--- src/sv/alignment_md_nm_generator_assert.svh ---
// assertion helpers for the md/nm generator
`ifndef ALIGNMENT_MD_NM_GENERATOR_ASSERT_SVH
`define ALIGNMENT_MD_NM_GENERATOR_ASSERT_SVH

// condition holds in the same cycle
`define AMNM_ASSERT_NOW(label, ante, cons) \
  label: assert property (@(posedge clk) disable iff (!rst_n) (ante) |-> (cons)) \
    else $error("amnm assertion failed");

// condition holds in the next cycle
`define AMNM_ASSERT_NEXT(label, ante, cons) \
  label: assert property (@(posedge clk) disable iff (!rst_n) (ante) |=> (cons)) \
    else $error("amnm assertion failed");

`endif

--- src/sv/amnm_pkg.sv ---
package amnm_pkg;

  // result count fields are clamped to this width
  localparam int OUT_BITS = 24;
  localparam int LEN_BITS = 28;
  localparam int CFG_DATA_BITS = 16;
  localparam int CFG_IDX_BITS = 1;

  // nt16 code that never matches
  localparam logic [3:0] NT16_NONE = 4'hF;
  // query code that always matches
  localparam logic [3:0] NT16_EQ = 4'h0;

  typedef enum logic [2:0] {
    CMD_ALIGN = 3'd0,
    CMD_DEL   = 3'd1,
    CMD_INS   = 3'd2,
    CMD_SOFT  = 3'd3,
    CMD_SKIP  = 3'd4,
    CMD_END   = 3'd5
  } cmd_t;

  typedef enum logic [2:0] {
    TK_NONE       = 3'd0,
    TK_CNT_BASE   = 3'd1,
    TK_CNT_DEL    = 3'd2,
    TK_BASE       = 3'd3,
    TK_FINAL      = 3'd4,
    TK_CNT_CARET  = 3'd5
  } tok_kind_t;

  typedef enum logic [CFG_IDX_BITS-1:0] {
    REG_EQ_REPLACE     = 1'd0,
    REG_MISMATCH_LIMIT = 1'd1
  } cfg_reg_t;

  typedef struct packed {
    logic [2:0]          cmd;
    logic [3:0]          query_base;
    logic [7:0]          ref_char;
    logic                in_bounds;
    logic                first_of_op;
    logic [LEN_BITS-1:0] run_length;
  } beat_t;

  // per-beat decisions handed to the counter logic
  typedef struct packed {
    tok_kind_t  kind;
    logic [7:0] token_char;
    logic [3:0] query_out;
    logic       end_rec;
    logic       clr_run;
    logic       inc_run;
    logic       inc_nm;
    logic       add_len;
    logic       set_stop;
    logic       cnt_new;
    logic       cnt_zero;
  } action_t;

  function automatic logic [7:0] upper_ascii(input logic [7:0] ch);
    logic [7:0] r;
    r = ch;
    if (ch inside {[8'h61:8'h7A]}) begin
      r = ch - 8'd32;
    end
    return r;
  endfunction

  function automatic logic [3:0] nt16_code(input logic [7:0] ch);
    logic [3:0] c;
    case (upper_ascii(ch))
      "=":      c = 4'd0;
      "A":      c = 4'd1;
      "C":      c = 4'd2;
      "M":      c = 4'd3;
      "G":      c = 4'd4;
      "R":      c = 4'd5;
      "S":      c = 4'd6;
      "V":      c = 4'd7;
      "T", "U": c = 4'd8;
      "W":      c = 4'd9;
      "Y":      c = 4'd10;
      "H":      c = 4'd11;
      "K":      c = 4'd12;
      "D":      c = 4'd13;
      "B":      c = 4'd14;
      default:  c = NT16_NONE;
    endcase
    return c;
  endfunction

endpackage

--- src/sv/amnm_if.sv ---
// input channel: one alignment column or cigar event per beat
interface amnm_in_if
  import amnm_pkg::*;
();
  logic                valid;
  logic                ready;
  logic [2:0]          cmd;
  logic [3:0]          query_base;
  logic [7:0]          ref_char;
  logic                in_bounds;
  logic                first_of_op;
  logic [LEN_BITS-1:0] run_length;

  modport source (output valid, cmd, query_base, ref_char, in_bounds, first_of_op,
                  run_length, input ready);
  modport sink (input valid, cmd, query_base, ref_char, in_bounds, first_of_op,
                run_length, output ready);
endinterface

// result channel: one md token description per beat
interface amnm_out_if
  import amnm_pkg::*;
();
  logic                valid;
  logic                ready;
  logic [2:0]          token_kind;
  logic [OUT_BITS-1:0] run_count;
  logic [7:0]          token_char;
  logic [3:0]          query_base_out;
  logic [OUT_BITS-1:0] edit_distance;
  logic                over_limit;

  modport source (output valid, token_kind, run_count, token_char, query_base_out,
                  edit_distance, over_limit, input ready);
  modport sink (input valid, token_kind, run_count, token_char, query_base_out,
                edit_distance, over_limit, output ready);
endinterface

--- src/sv/amnm_classify.sv ---
module amnm_classify
  import amnm_pkg::*;
(
  input  beat_t   beat,
  input  logic    stopped,
  input  logic    eq_replace,
  output action_t act
);

  logic       col_ok;
  logic       is_match;
  logic [3:0] ref_code;

  // column is usable when in bounds and reference base present
  assign col_ok   = beat.in_bounds && (beat.ref_char != 8'd0);
  assign ref_code = nt16_code(beat.ref_char);
  assign is_match = ((beat.query_base == ref_code) && (beat.query_base != NT16_NONE))
                    || (beat.query_base == NT16_EQ);

  // decide token and counter updates
  always_comb begin
    act = '0;
    act.kind = TK_NONE;
    if (beat.cmd == CMD_ALIGN) begin
      act.query_out = beat.query_base;
    end
    case (beat.cmd)
      CMD_END: begin
        act.kind    = TK_FINAL;
        act.end_rec = 1'b1;
      end
      CMD_ALIGN: begin
        if (!stopped) begin
          if (!col_ok) begin
            act.set_stop = 1'b1;
          end else if (is_match) begin
            act.inc_run = 1'b1;
            act.cnt_new = 1'b1;
            if (eq_replace) begin
              act.query_out = NT16_EQ;
            end
          end else begin
            act.kind       = TK_CNT_BASE;
            act.token_char = upper_ascii(beat.ref_char);
            act.clr_run    = 1'b1;
            act.inc_nm     = 1'b1;
          end
        end
      end
      CMD_DEL: begin
        if (!stopped) begin
          if (beat.first_of_op) begin
            act.clr_run = 1'b1;
            if (col_ok) begin
              act.kind       = TK_CNT_DEL;
              act.token_char = upper_ascii(beat.ref_char);
              act.inc_nm     = 1'b1;
            end else begin
              act.kind     = TK_CNT_CARET;
              act.set_stop = 1'b1;
            end
          end else if (col_ok) begin
            act.kind       = TK_BASE;
            act.cnt_zero   = 1'b1;
            act.token_char = upper_ascii(beat.ref_char);
            act.inc_nm     = 1'b1;
          end else begin
            act.set_stop = 1'b1;
          end
        end
      end
      CMD_INS: begin
        act.add_len = !stopped;
      end
      default: begin
        act.kind = TK_NONE;
      end
    endcase
  end

endmodule

--- src/sv/alignment_md_nm_generator.sv ---
// MD tag and NM edit-distance generator.
// in_ch carries one alignment column or cigar event per beat; out_ch returns
// exactly one token description per input beat, in order.
// cfg_we/cfg_index/cfg_data write the equal-replacement enable (index 0) and
// mismatch_limit (index 1); write them only while no beat is in flight.
// Each result is registered and shown in the cycle after its input beat is accepted.
// Throughput: one beat per cycle while out_ch is not stalled. The match-run and
// NM counters update with the beat, so the next column sees the new counts at once.
// Stall: the result register holds its beat while out_ch.ready is low; a new
// beat is taken in any cycle where the result register is empty or drains.
// Reset (synchronous, rst_n low): counters, stopped flag, configuration and
// the result valid are cleared; a beat accepted during reset is dropped, not shown.
// The end-of-record beat gives the final count and NM, raises over_limit when
// the enabled limit is reached, and clears the record state.
module alignment_md_nm_generator
  import amnm_pkg::*;
#(
  parameter int COUNT_BITS = 24
) (
  input  logic                     clk,
  input  logic                     rst_n,
  input  logic                     cfg_we,
  input  logic [CFG_IDX_BITS-1:0]  cfg_index,
  input  logic [CFG_DATA_BITS-1:0] cfg_data,
  amnm_in_if.sink                  in_ch,
  amnm_out_if.source               out_ch
);

  localparam int SUM_W = ((COUNT_BITS > LEN_BITS) ? COUNT_BITS : LEN_BITS) + 1;
  localparam logic [SUM_W-1:0] CNT_MAX_W = SUM_W'((64'd1 << COUNT_BITS) - 64'd1);

  logic                     eq_replace_r;
  logic [CFG_DATA_BITS-1:0] limit_r;
  logic [COUNT_BITS-1:0]    run_r, run_nxt;
  logic [COUNT_BITS-1:0]    nm_r, nm_nxt;
  logic                     stopped_r, stopped_nxt;
  logic                     out_valid_r, out_valid_nxt;
  logic                     acc_in;
  beat_t                    beat;
  action_t                  act;

  logic [SUM_W-1:0]         nm_addend;
  logic [SUM_W-1:0]         nm_sum;
  logic [COUNT_BITS-1:0]    nm_sat;
  logic [COUNT_BITS-1:0]    run_inc;
  logic [COUNT_BITS-1:0]    cnt_src;
  logic [COUNT_BITS-1:0]    ed_src;
  logic [OUT_BITS-1:0]      cnt_clamp;
  logic [OUT_BITS-1:0]      ed_clamp;
  logic                     over;

  tok_kind_t                kind_r;
  logic [OUT_BITS-1:0]      run_count_r;
  logic [7:0]               token_char_r;
  logic [3:0]               query_out_r;
  logic [OUT_BITS-1:0]      edit_r;
  logic                     over_r;

  // handshake
  assign in_ch.ready = !out_valid_r || out_ch.ready;
  assign acc_in      = in_ch.valid && in_ch.ready;

  assign beat.cmd         = in_ch.cmd;
  assign beat.query_base  = in_ch.query_base;
  assign beat.ref_char    = in_ch.ref_char;
  assign beat.in_bounds   = in_ch.in_bounds;
  assign beat.first_of_op = in_ch.first_of_op;
  assign beat.run_length  = in_ch.run_length;

  amnm_classify u_classify (
    .beat       (beat),
    .stopped    (stopped_r),
    .eq_replace (eq_replace_r),
    .act        (act)
  );

  // configuration writes
  always_ff @(posedge clk) begin
    if (!rst_n) begin
      eq_replace_r <= 1'b0;
      limit_r      <= '0;
    end else if (cfg_we) begin
      case (cfg_index)
        REG_EQ_REPLACE:     eq_replace_r <= cfg_data[0];
        REG_MISMATCH_LIMIT: limit_r      <= cfg_data;
        default:            eq_replace_r <= eq_replace_r;
      endcase
    end
  end

  // saturating edit distance: one adder for single edits and insertion runs
  assign nm_addend = act.add_len ? SUM_W'(beat.run_length) : SUM_W'(1);
  assign nm_sum    = SUM_W'(nm_r) + nm_addend;
  assign nm_sat    = (nm_sum > CNT_MAX_W) ? COUNT_BITS'(CNT_MAX_W) : nm_sum[COUNT_BITS-1:0];
  assign run_inc   = (&run_r) ? run_r : run_r + COUNT_BITS'(1);

  // next record state
  always_comb begin
    run_nxt     = run_r;
    nm_nxt      = nm_r;
    stopped_nxt = stopped_r;
    if (act.end_rec) begin
      run_nxt     = '0;
      nm_nxt      = '0;
      stopped_nxt = 1'b0;
    end else begin
      if (act.clr_run) begin
        run_nxt = '0;
      end else if (act.inc_run) begin
        run_nxt = run_inc;
      end
      if (act.inc_nm || act.add_len) begin
        nm_nxt = nm_sat;
      end
      if (act.set_stop) begin
        stopped_nxt = 1'b1;
      end
    end
  end

  // result fields before clamping
  assign cnt_src = act.cnt_zero ? '0 : (act.cnt_new ? run_nxt : run_r);
  assign ed_src  = act.end_rec ? nm_r : nm_nxt;
  assign over    = act.end_rec && (limit_r != '0) &&
                   (nm_r >= COUNT_BITS'(limit_r));

  // clamp counts onto the result width
  generate
    if (COUNT_BITS > OUT_BITS) begin : g_clamp
      assign cnt_clamp = (|cnt_src[COUNT_BITS-1:OUT_BITS]) ? '1 : cnt_src[OUT_BITS-1:0];
      assign ed_clamp  = (|ed_src[COUNT_BITS-1:OUT_BITS]) ? '1 : ed_src[OUT_BITS-1:0];
    end else begin : g_pass
      assign cnt_clamp = OUT_BITS'(cnt_src);
      assign ed_clamp  = OUT_BITS'(ed_src);
    end
  endgenerate

  // record state registers
  always_ff @(posedge clk) begin
    if (!rst_n) begin
      run_r     <= '0;
      nm_r      <= '0;
      stopped_r <= 1'b0;
    end else if (acc_in) begin
      run_r     <= run_nxt;
      nm_r      <= nm_nxt;
      stopped_r <= stopped_nxt;
    end
  end

  // result register valid
  always_comb begin
    out_valid_nxt = out_valid_r;
    if (acc_in) begin
      out_valid_nxt = 1'b1;
    end else if (out_ch.ready) begin
      out_valid_nxt = 1'b0;
    end
  end

  always_ff @(posedge clk) begin
    if (!rst_n) begin
      out_valid_r <= 1'b0;
    end else begin
      out_valid_r <= out_valid_nxt;
    end
  end

  // result payload, loaded with each accepted beat
  always_ff @(posedge clk) begin
    if (acc_in) begin
      kind_r       <= act.kind;
      run_count_r  <= cnt_clamp;
      token_char_r <= act.token_char;
      query_out_r  <= act.query_out;
      edit_r       <= ed_clamp;
      over_r       <= over;
    end
  end

  assign out_ch.valid          = out_valid_r;
  assign out_ch.token_kind     = kind_r;
  assign out_ch.run_count      = run_count_r;
  assign out_ch.token_char     = token_char_r;
  assign out_ch.query_base_out = query_out_r;
  assign out_ch.edit_distance  = edit_r;
  assign out_ch.over_limit     = over_r;

  `include "alignment_md_nm_generator_assert.svh"

  `AMNM_ASSERT_NEXT(a_end_clears, acc_in && act.end_rec, run_r == '0 && nm_r == '0 && !stopped_r)
  `AMNM_ASSERT_NEXT(a_nm_monotonic, acc_in && !act.end_rec, nm_r >= $past(nm_r))
  `AMNM_ASSERT_NOW(a_stopped_silent, acc_in && stopped_r, act.kind == TK_NONE || act.kind == TK_FINAL)
  `AMNM_ASSERT_NOW(a_over_only_final, out_valid_r && over_r, kind_r == TK_FINAL)

endmodule

--- src/flat_wrapper.sv ---
// flat-port wrapper written by rule: the top's interface ports become plain ports
module alignment_md_nm_generator_flat import amnm_pkg::*;
#(
  parameter int COUNT_BITS = 24
)
  (clk, rst_n, cfg_we, cfg_index, cfg_data, in_ch_valid, in_ch_cmd, in_ch_query_base, in_ch_ref_char, in_ch_in_bounds, in_ch_first_of_op, in_ch_run_length, in_ch_ready, out_ch_valid, out_ch_token_kind, out_ch_run_count, out_ch_token_char, out_ch_query_base_out, out_ch_edit_distance, out_ch_over_limit, out_ch_ready);
  amnm_in_if in_ch_i ();
  amnm_out_if out_ch_i ();
  input  logic clk;
  input  logic rst_n;
  input  logic cfg_we;
  input  logic [CFG_IDX_BITS-1:0] cfg_index;
  input  logic [CFG_DATA_BITS-1:0] cfg_data;
  input wire logic [$bits(in_ch_i.valid)-1:0] in_ch_valid;
  input wire logic [$bits(in_ch_i.cmd)-1:0] in_ch_cmd;
  input wire logic [$bits(in_ch_i.query_base)-1:0] in_ch_query_base;
  input wire logic [$bits(in_ch_i.ref_char)-1:0] in_ch_ref_char;
  input wire logic [$bits(in_ch_i.in_bounds)-1:0] in_ch_in_bounds;
  input wire logic [$bits(in_ch_i.first_of_op)-1:0] in_ch_first_of_op;
  input wire logic [$bits(in_ch_i.run_length)-1:0] in_ch_run_length;
  output wire logic [$bits(in_ch_i.ready)-1:0] in_ch_ready;
  output wire logic [$bits(out_ch_i.valid)-1:0] out_ch_valid;
  output wire logic [$bits(out_ch_i.token_kind)-1:0] out_ch_token_kind;
  output wire logic [$bits(out_ch_i.run_count)-1:0] out_ch_run_count;
  output wire logic [$bits(out_ch_i.token_char)-1:0] out_ch_token_char;
  output wire logic [$bits(out_ch_i.query_base_out)-1:0] out_ch_query_base_out;
  output wire logic [$bits(out_ch_i.edit_distance)-1:0] out_ch_edit_distance;
  output wire logic [$bits(out_ch_i.over_limit)-1:0] out_ch_over_limit;
  input wire logic [$bits(out_ch_i.ready)-1:0] out_ch_ready;
  assign in_ch_i.valid = in_ch_valid;
  assign in_ch_i.cmd = in_ch_cmd;
  assign in_ch_i.query_base = in_ch_query_base;
  assign in_ch_i.ref_char = in_ch_ref_char;
  assign in_ch_i.in_bounds = in_ch_in_bounds;
  assign in_ch_i.first_of_op = in_ch_first_of_op;
  assign in_ch_i.run_length = in_ch_run_length;
  assign in_ch_ready = in_ch_i.ready;
  assign out_ch_valid = out_ch_i.valid;
  assign out_ch_token_kind = out_ch_i.token_kind;
  assign out_ch_run_count = out_ch_i.run_count;
  assign out_ch_token_char = out_ch_i.token_char;
  assign out_ch_query_base_out = out_ch_i.query_base_out;
  assign out_ch_edit_distance = out_ch_i.edit_distance;
  assign out_ch_over_limit = out_ch_i.over_limit;
  assign out_ch_i.ready = out_ch_ready;
  alignment_md_nm_generator #(.COUNT_BITS(COUNT_BITS)) u_core (.clk(clk), .rst_n(rst_n), .cfg_we(cfg_we), .cfg_index(cfg_index), .cfg_data(cfg_data), .in_ch(in_ch_i), .out_ch(out_ch_i));
endmodule
--- config.mk ---
export PLATFORM = sky130hd
export DESIGN_NAME = alignment_md_nm_generator_flat
export DESIGN_NICKNAME = d
export VERILOG_FILES = /design/src/sv/amnm_pkg.sv /design/src/sv/amnm_if.sv /design/src/sv/amnm_classify.sv /design/src/sv/alignment_md_nm_generator.sv /design/src/flat_wrapper.sv
export VERILOG_INCLUDE_DIRS = /design/src /design/src/sv
export SDC_FILE = /design/constraint.sdc
export NUM_CORES = 1
export LEC_CHECK = 0
export ABC_AREA = 1
export BUFFER_PORTS_ARGS = -buffer_cell sky130_fd_sc_hd__buf_2
export CAP_MARGIN = 20
export CORE_UTILIZATION = 58
export CTS_CLUSTER_SIZE = 10
export DETAILED_ROUTE_END_ITERATION = 7
export PLACE_DENSITY = 0.88
export SLEW_MARGIN = 15
export SYNTH_ARGS = -nofsm -noshare
export SYNTH_HDL_FRONTEND = slang
export SYNTH_SLANG_ARGS = --single-unit
--- constraint.sdc ---
create_clock -name clk -period 4.5 [get_ports clk]
set_input_delay 0.675 -clock clk [delete_from_list [all_inputs] [get_ports clk]]
set_output_delay 0.675 -clock clk [all_outputs]
set_load 0.1 [all_outputs]
# == Word level (Yosys, flattened, before mapping) ==
# Index checks and enable logic that the tools add are counted.
# word_totals
ff_bits,131
latch_bits,0
ram_bits,0
romBits,0
inputBits,67
wordCells,115
mem_count,0
# op_classes
n_addsub,3
mul,0
n_div,0
order_cmp,4
n_eq_ne,21
n_shift,0
n_mux,52
n_bitwise,1
n_reduce_logical,22
# ops
op,count
$mux W24,9
$eq A8 B7 Y1 const B,15
$pmux W4 S15,1
$add A24 B29 Y29,1
$gt A29 B24 Y1 const B,1
$mux W28,1
$mux W13,2
$add A24 B1 Y24 const B,1
$ge A24 B16 Y1,1
$reduce_and A24 Y1,1
$mux W11,2
$mux W1,20
$mux W4,4
$mux W8,2
$pmux W8 S2,1
$reduce_bool A16 Y1,1
$mux W10,1
$mux W3,3
$mux W9,1
$pmux W3 S3,1
$eq A8 B6 Y1 const B,1
$ge A8 B7 Y1 const B,1
$le A8 B7 Y1 const B,1
$reduce_bool A8 Y1,1
17 further kinds,30

# == Depth between registers and ports, before layout ==
# logic_depth
word_depth,17
ltp_mapped,22
mapped_depth_nobuf,21

# == Cells and area by module ==
# Synthesis repeated with hierarchy kept, for this count alone.
# unflattened
cells_unflattened,1424
area_unflattened_um2,9694.3
# modules_own_cells
mod,n_inst,cells_each,area_each_um2
alignment_md_nm_generator,1,1239,8758.4
amnm_classify,1,185,935.9

# == Worst setup path before layout ==
# No wires, ideal clock.
# synth_path
kind,register -> register
start,"register u_core.out_valid_r, in the netlist u_core.out_ch.valid"
end,"register u_core.edit_r[0], in the netlist u_core.out_ch.edit_distance[0] (enable)"
t_arrival_ps,3829
t_required_ps,4047
slack_ps,218
stages_incl_launch_ff,5
n_path_buf,1
path_cell_list,dfxtp_1 nand2_1 nand2_1 clkinv_1 clkbuf_1
# synth_between
elab_chain_len,3
# synth_lines
element,line,text
start: declaration,alignment_md_nm_generator.sv:37,"logic out_valid_r, out_valid_nxt;"
start signal: assignment,alignment_md_nm_generator.sv:165,out_valid_r <= out_valid_nxt;
$logic_not A1 Y1,alignment_md_nm_generator.sv:60,assign in_ch.ready = !out_valid_r || out_ch.ready;
$logic_or A1 B1 Y1,alignment_md_nm_generator.sv:60,
named net in_ch_ready,flat_wrapper.sv:21,output wire logic [$bits(in_ch_i.ready)-1:0] in_ch_ready;
$logic_and A1 B1 Y1,alignment_md_nm_generator.sv:61,assign acc_in = in_ch.valid && in_ch.ready;
named net u_core.acc_in,alignment_md_nm_generator.sv:38,logic acc_in;
end signal: assignment,alignment_md_nm_generator.sv:176,edit_r <= ed_clamp;
end: declaration,alignment_md_nm_generator.sv:56,logic [OUT_BITS-1:0] edit_r;
# The timed path passes the listed nets, and every way through them passes these cells.
# A chain may end at the register's enable or synchronous reset.

# == Worst setup path in the final report ==
# layout_path
start,input in_ch_cmd[2]
end,"register u_core.edit_r[22], in the netlist u_core.out_ch.edit_distance[22], data pin"
# layout_between
elab_chain_len,9
word_cells_on_any_way,15
# layout_lines
element,line,text
start: declaration,flat_wrapper.sv:15,input wire logic [$bits(in_ch_i.cmd)-1:0] in_ch_cmd;
$eq A3 B2 Y1,amnm_classify.sv:27,case (beat.cmd)
$mux W1,amnm_classify.sv:27,
$mux W28,alignment_md_nm_generator.sv:92,assign nm_addend = act.add_len ? SUM_W'(beat.run_length) : SUM_W'(1);
$add A24 B29 Y29,alignment_md_nm_generator.sv:93,assign nm_sum = SUM_W'(nm_r) + nm_addend;
$gt A29 B24 Y1,alignment_md_nm_generator.sv:94,assign nm_sat = (nm_sum > CNT_MAX_W) ? COUNT_BITS'(CNT_MAX_W) : nm_sum[COUNT_BITS-1:0];
$mux W24,alignment_md_nm_generator.sv:94,
$mux W24,alignment_md_nm_generator.sv:112,if (act.inc_nm || act.add_len) begin
$mux W24,alignment_md_nm_generator.sv:102,if (act.end_rec) begin
$mux W24 *,alignment_md_nm_generator.sv:123,assign ed_src = act.end_rec ? nm_r : nm_nxt;
named net u_core.ed_clamp[22],alignment_md_nm_generator.sv:49,logic [OUT_BITS-1:0] ed_clamp;
# The timed path passes the listed nets; every way through them passes the cells marked *.

==> flow_summary_export.csv <==
group,metric,value,unit
finish,fill_cells,1221,
clock_network,numCtsBuffers,17,
placed_design,port_buffers,132,
critical_path,path_cells,"buf_2 > nor2_1 > nand3_2 > or2_2 > ha_1 > fa_1 > a21oi_1 > o21ai_0 > a21oi_1 > o21ai_0 > a21boi_0 > o21bai_1 > xor2_1 > nor2_1 > nand2_1 > nand3_1 > o21ai_0",
global_route,grt_usage,31.14,%
clock_network,cts_tree,"built",
floorplan,rows,44,
routing,routed_via_density,5.836,
critical_path,worstPathMaxFanout,4,
timing,worst_pin_slew,0.9149,ns
finish,layout-drive-gt1-share,14.76,%
placed_design,place_congestion,0.9248,
finish,nNetsFinal,1434,
global_route,overflow,0,
critical_path,r2r_cells,21,
critical_path,crit_family,"compound AO/OA/AOI/OAI gates",
floorplan,die_w,124.7,um
finish,antenna_cells,0,
critical_path,critPathBufInv,1,
finish,final_core_util,69.85,%
floorplan,coreArea,14590,um^2
routing,finalWirelength,24000,um
routing,wl_met1,10470,um
clock_network,htreeDepth,4,
finish,mostFrequentLayoutCell,"nand2_1",
yosys,muxShareOfSynthArea,0,%
worst_hold_path,hold_class,"flop to flop",
timing,fin_worst_skew,0.008256,ns
timing,period_share,88.35,%
clock_network,cts_setup_buffers,0,
critical_path,crit_cells,17,
global_route,grt_pass1_wl,39110,um
timing,rsz0062_at_grt,"false",
yosys,synth_top_family_by_area,"simple AND/OR/NAND/NOR gates",
critical_path,crit_arrival,4.15,ns
clock_network,clk_latency,0.43,ns
critical_path,end_kind,"flop",
critical_path,cp-start-kind,"input pin",
clock_network,cts.repair.resized,0,
power_and_ir_drop,irDropWorstVdd,0.2772,mV
critical_path,critPathSlowestCell,"a21boi_0",
power_and_ir_drop,power_leakage,4.739,nW
yosys,ys_ff_latch,131,
routing,wl_met3,2063,um
clock_network,clk_pin_slew_worst_paths,0.06,ns
finish,stdcell_area,10190,um^2
power_and_ir_drop,power,3.919,mW
yosys,syn_area_per_cell,7.242,um^2
global_route,grt_pass1_vias,8178,
critical_path,r2r_setup_slack,0.65,ns
yosys,synth_compound_area_share,15.40,%
floorplan,die_h,124.7,um
yosys,synth-edff-count,64,
routing,detail-route-antenna-nets,0,
timing,finalSetupViolCount,0,
routing,dr.pass1.iters,6,
run,maxCapViolations,0,
yosys,synthAdderAreaFrac,6.533,%
yosys,synth_cells,1206,
yosys,synth-simple-area-share,26.85,%
routing,drt-wirelength-per-cell,15.80,um
worst_hold_path,hold_path_depth,2,
routing,via_count,8865,
finish,mostFrequentLayoutCells,"nand2_1, inv_1, nor2_1",
finish,areaGrowthSynthToFinish,16.69,%
clock_network,cts.sinks,131,
yosys,synth_largest_area_cell,"edfxtp_1",
status,status,"finished, final reports clean",
floorplan,die_area,15550,um^2
critical_path,cp.required,4.67,ns
yosys,seq_area_frac_synth,37.36,%
routing,dr.max_layer_used,"met4",
critical_path,crit_top_cell,"o21ai_0",
power_and_ir_drop,p_per_area,384.6,nW/um^2
placed_design,place_hpwl,17070,um
timing,drv_slew,0,
critical_path,cpPeakStageDelay,0.45,ns
clock_network,hold_buffers,0,
routing,drt_first_iter_violations,928,
yosys,synth_top_flop_cell,"dfxtp_1",
routing,wl_met2,10760,um
global_route,antenna_found_initial,0,
placed_design,placed_cell_area,9502,um^2
yosys,synth_top_area_share,22.01,%
timing,maxClockFrequency,251.5,MHz
timing,period_needed,3.976,ns
floorplan,initial_core_util,59.86,%
critical_path,critical_path_class,"input pin to flop",
yosys,syn_nets,1318,
yosys,syn_area,8733,um^2
yosys,ys_types,47,
routing,post-route-drc-count,0,
clock_network,root_buffer,"clkbuf_16",
yosys,synth_area_leaders,"edfxtp_1, dfxtp_1, nand2_1",
timing,setup_tns,0,ns
timing,hold_viol_final,0,
yosys,synthXorXnorAreaFrac,4.011,%
timing,slew_headroom,38.63,%
floorplan,ios,133,
global_route,grt_max_degree,88,
yosys,ys_warn_count,0,
clock_network,clock_path_buffers,2,
yosys,synthArstFlopShare,0,%
## final timing paths
| check | startpoint | to |
|---|---|---|
| max | in_ch_cmd[2] | u_core.out_ch.edit_distance[22] |
| min | u_core.limit_r[5] | u_core.limit_r[5] |
| max reg2reg | u_core.stopped_r | u_core.out_ch.edit_distance[8] |
| min reg2reg | u_core.limit_r[5] | u_core.limit_r[5] |
## cells by family (layout without fill, tap and decap cells)
logic type / Yosys count / in the layout
buffers and inverters: 215 / 344
AOI/OAI and AO/OA: 253 / 253
DFF: 131 / 131
and+or+nand+nor: 522 / 522
xor gates and xnor gates: 40 / 40
adders and majority gates: 45 / 45
## where the power goes
| part | internal, mW | switching [mW] | total [mW] |
|---|---|---|---|
| Sequential | 1.36 | 0.0650 | 1.43 |
| Clock | 1.00 | 0.544 | 1.54 |
| Combinational | 0.226 | 0.722 | 0.948 |
| Total | 2.59 | 1.33 | 3.92 |
## cell type report
type                            count  area, um^2  share of cell area, %
Clock buffer                       20       446.7                  4.383
Clock inverter                     12       202.7                  1.989
Inverter                          167       634.4                  6.225
Multi-Input combinational cell    860        4618                  45.32
Sequential cell                   131        3263                  32.02
Tap cell                          184       230.2                  2.259
Timing Repair Buffer              145       795.8                  7.808
## state kept, by name (all words and copies together) (netlist names), 3 cells and up
name                          cells
u_core.out_ch.token_char          8
u_core.out_ch.token_kind          3
u_core.run_r                     24
u_core.out_ch.query_base_out      4
u_core.out_ch.run_count          24
u_core.out_ch.edit_distance      24
u_core.limit_r                   16
u_core.nm_r                      24
## per-stage QoR
step | worst slack (ns) | cells | hold WS [ns]
after CTS | 0.5083 | 1517 | 0.4853
after detailed placement | 0.1398 | 1485 | 0.4770
after floorplan | 0.2180 | 1206 | 0.4334
after global placement | 0.2107 | 1485 | 0.4690
after global routing | 0.1975 | 1519 | 0.5018
final | 0.5243 | 1519 | 0.4809
## synth_stat cells, types with 9 or more instances
cell type / number
nand2_1: 183
inv_1: 163
nor2_1: 145
o21ai_0: 112
a21oi_1: 109
nand3_1: 92
dfxtp_1: 67
edfxtp_1: 64
nand4_1: 48
ha_1: 44
clkbuf_1: 35
xor2_1: 31
nor3_1: 24
nor4_1: 10
xnor2_1: 9
## routing by layer
metal	up-vias	GRT usage (%)
li1	4301	-
met1	4041	41.10
met2	459	49.27
met3	64	6.916
met4	0	12.69
met5	-	0
## tightest hold or removal path: cells and delay by family, from the launching register on
kind / cells / cell delay (ns)
AOI/OAI and AO/OA: 1 / 0.06
DFF: 1 / 0.31
buffers and inverters: 1 / 0.07
Power figures use the tool's default switching activity.
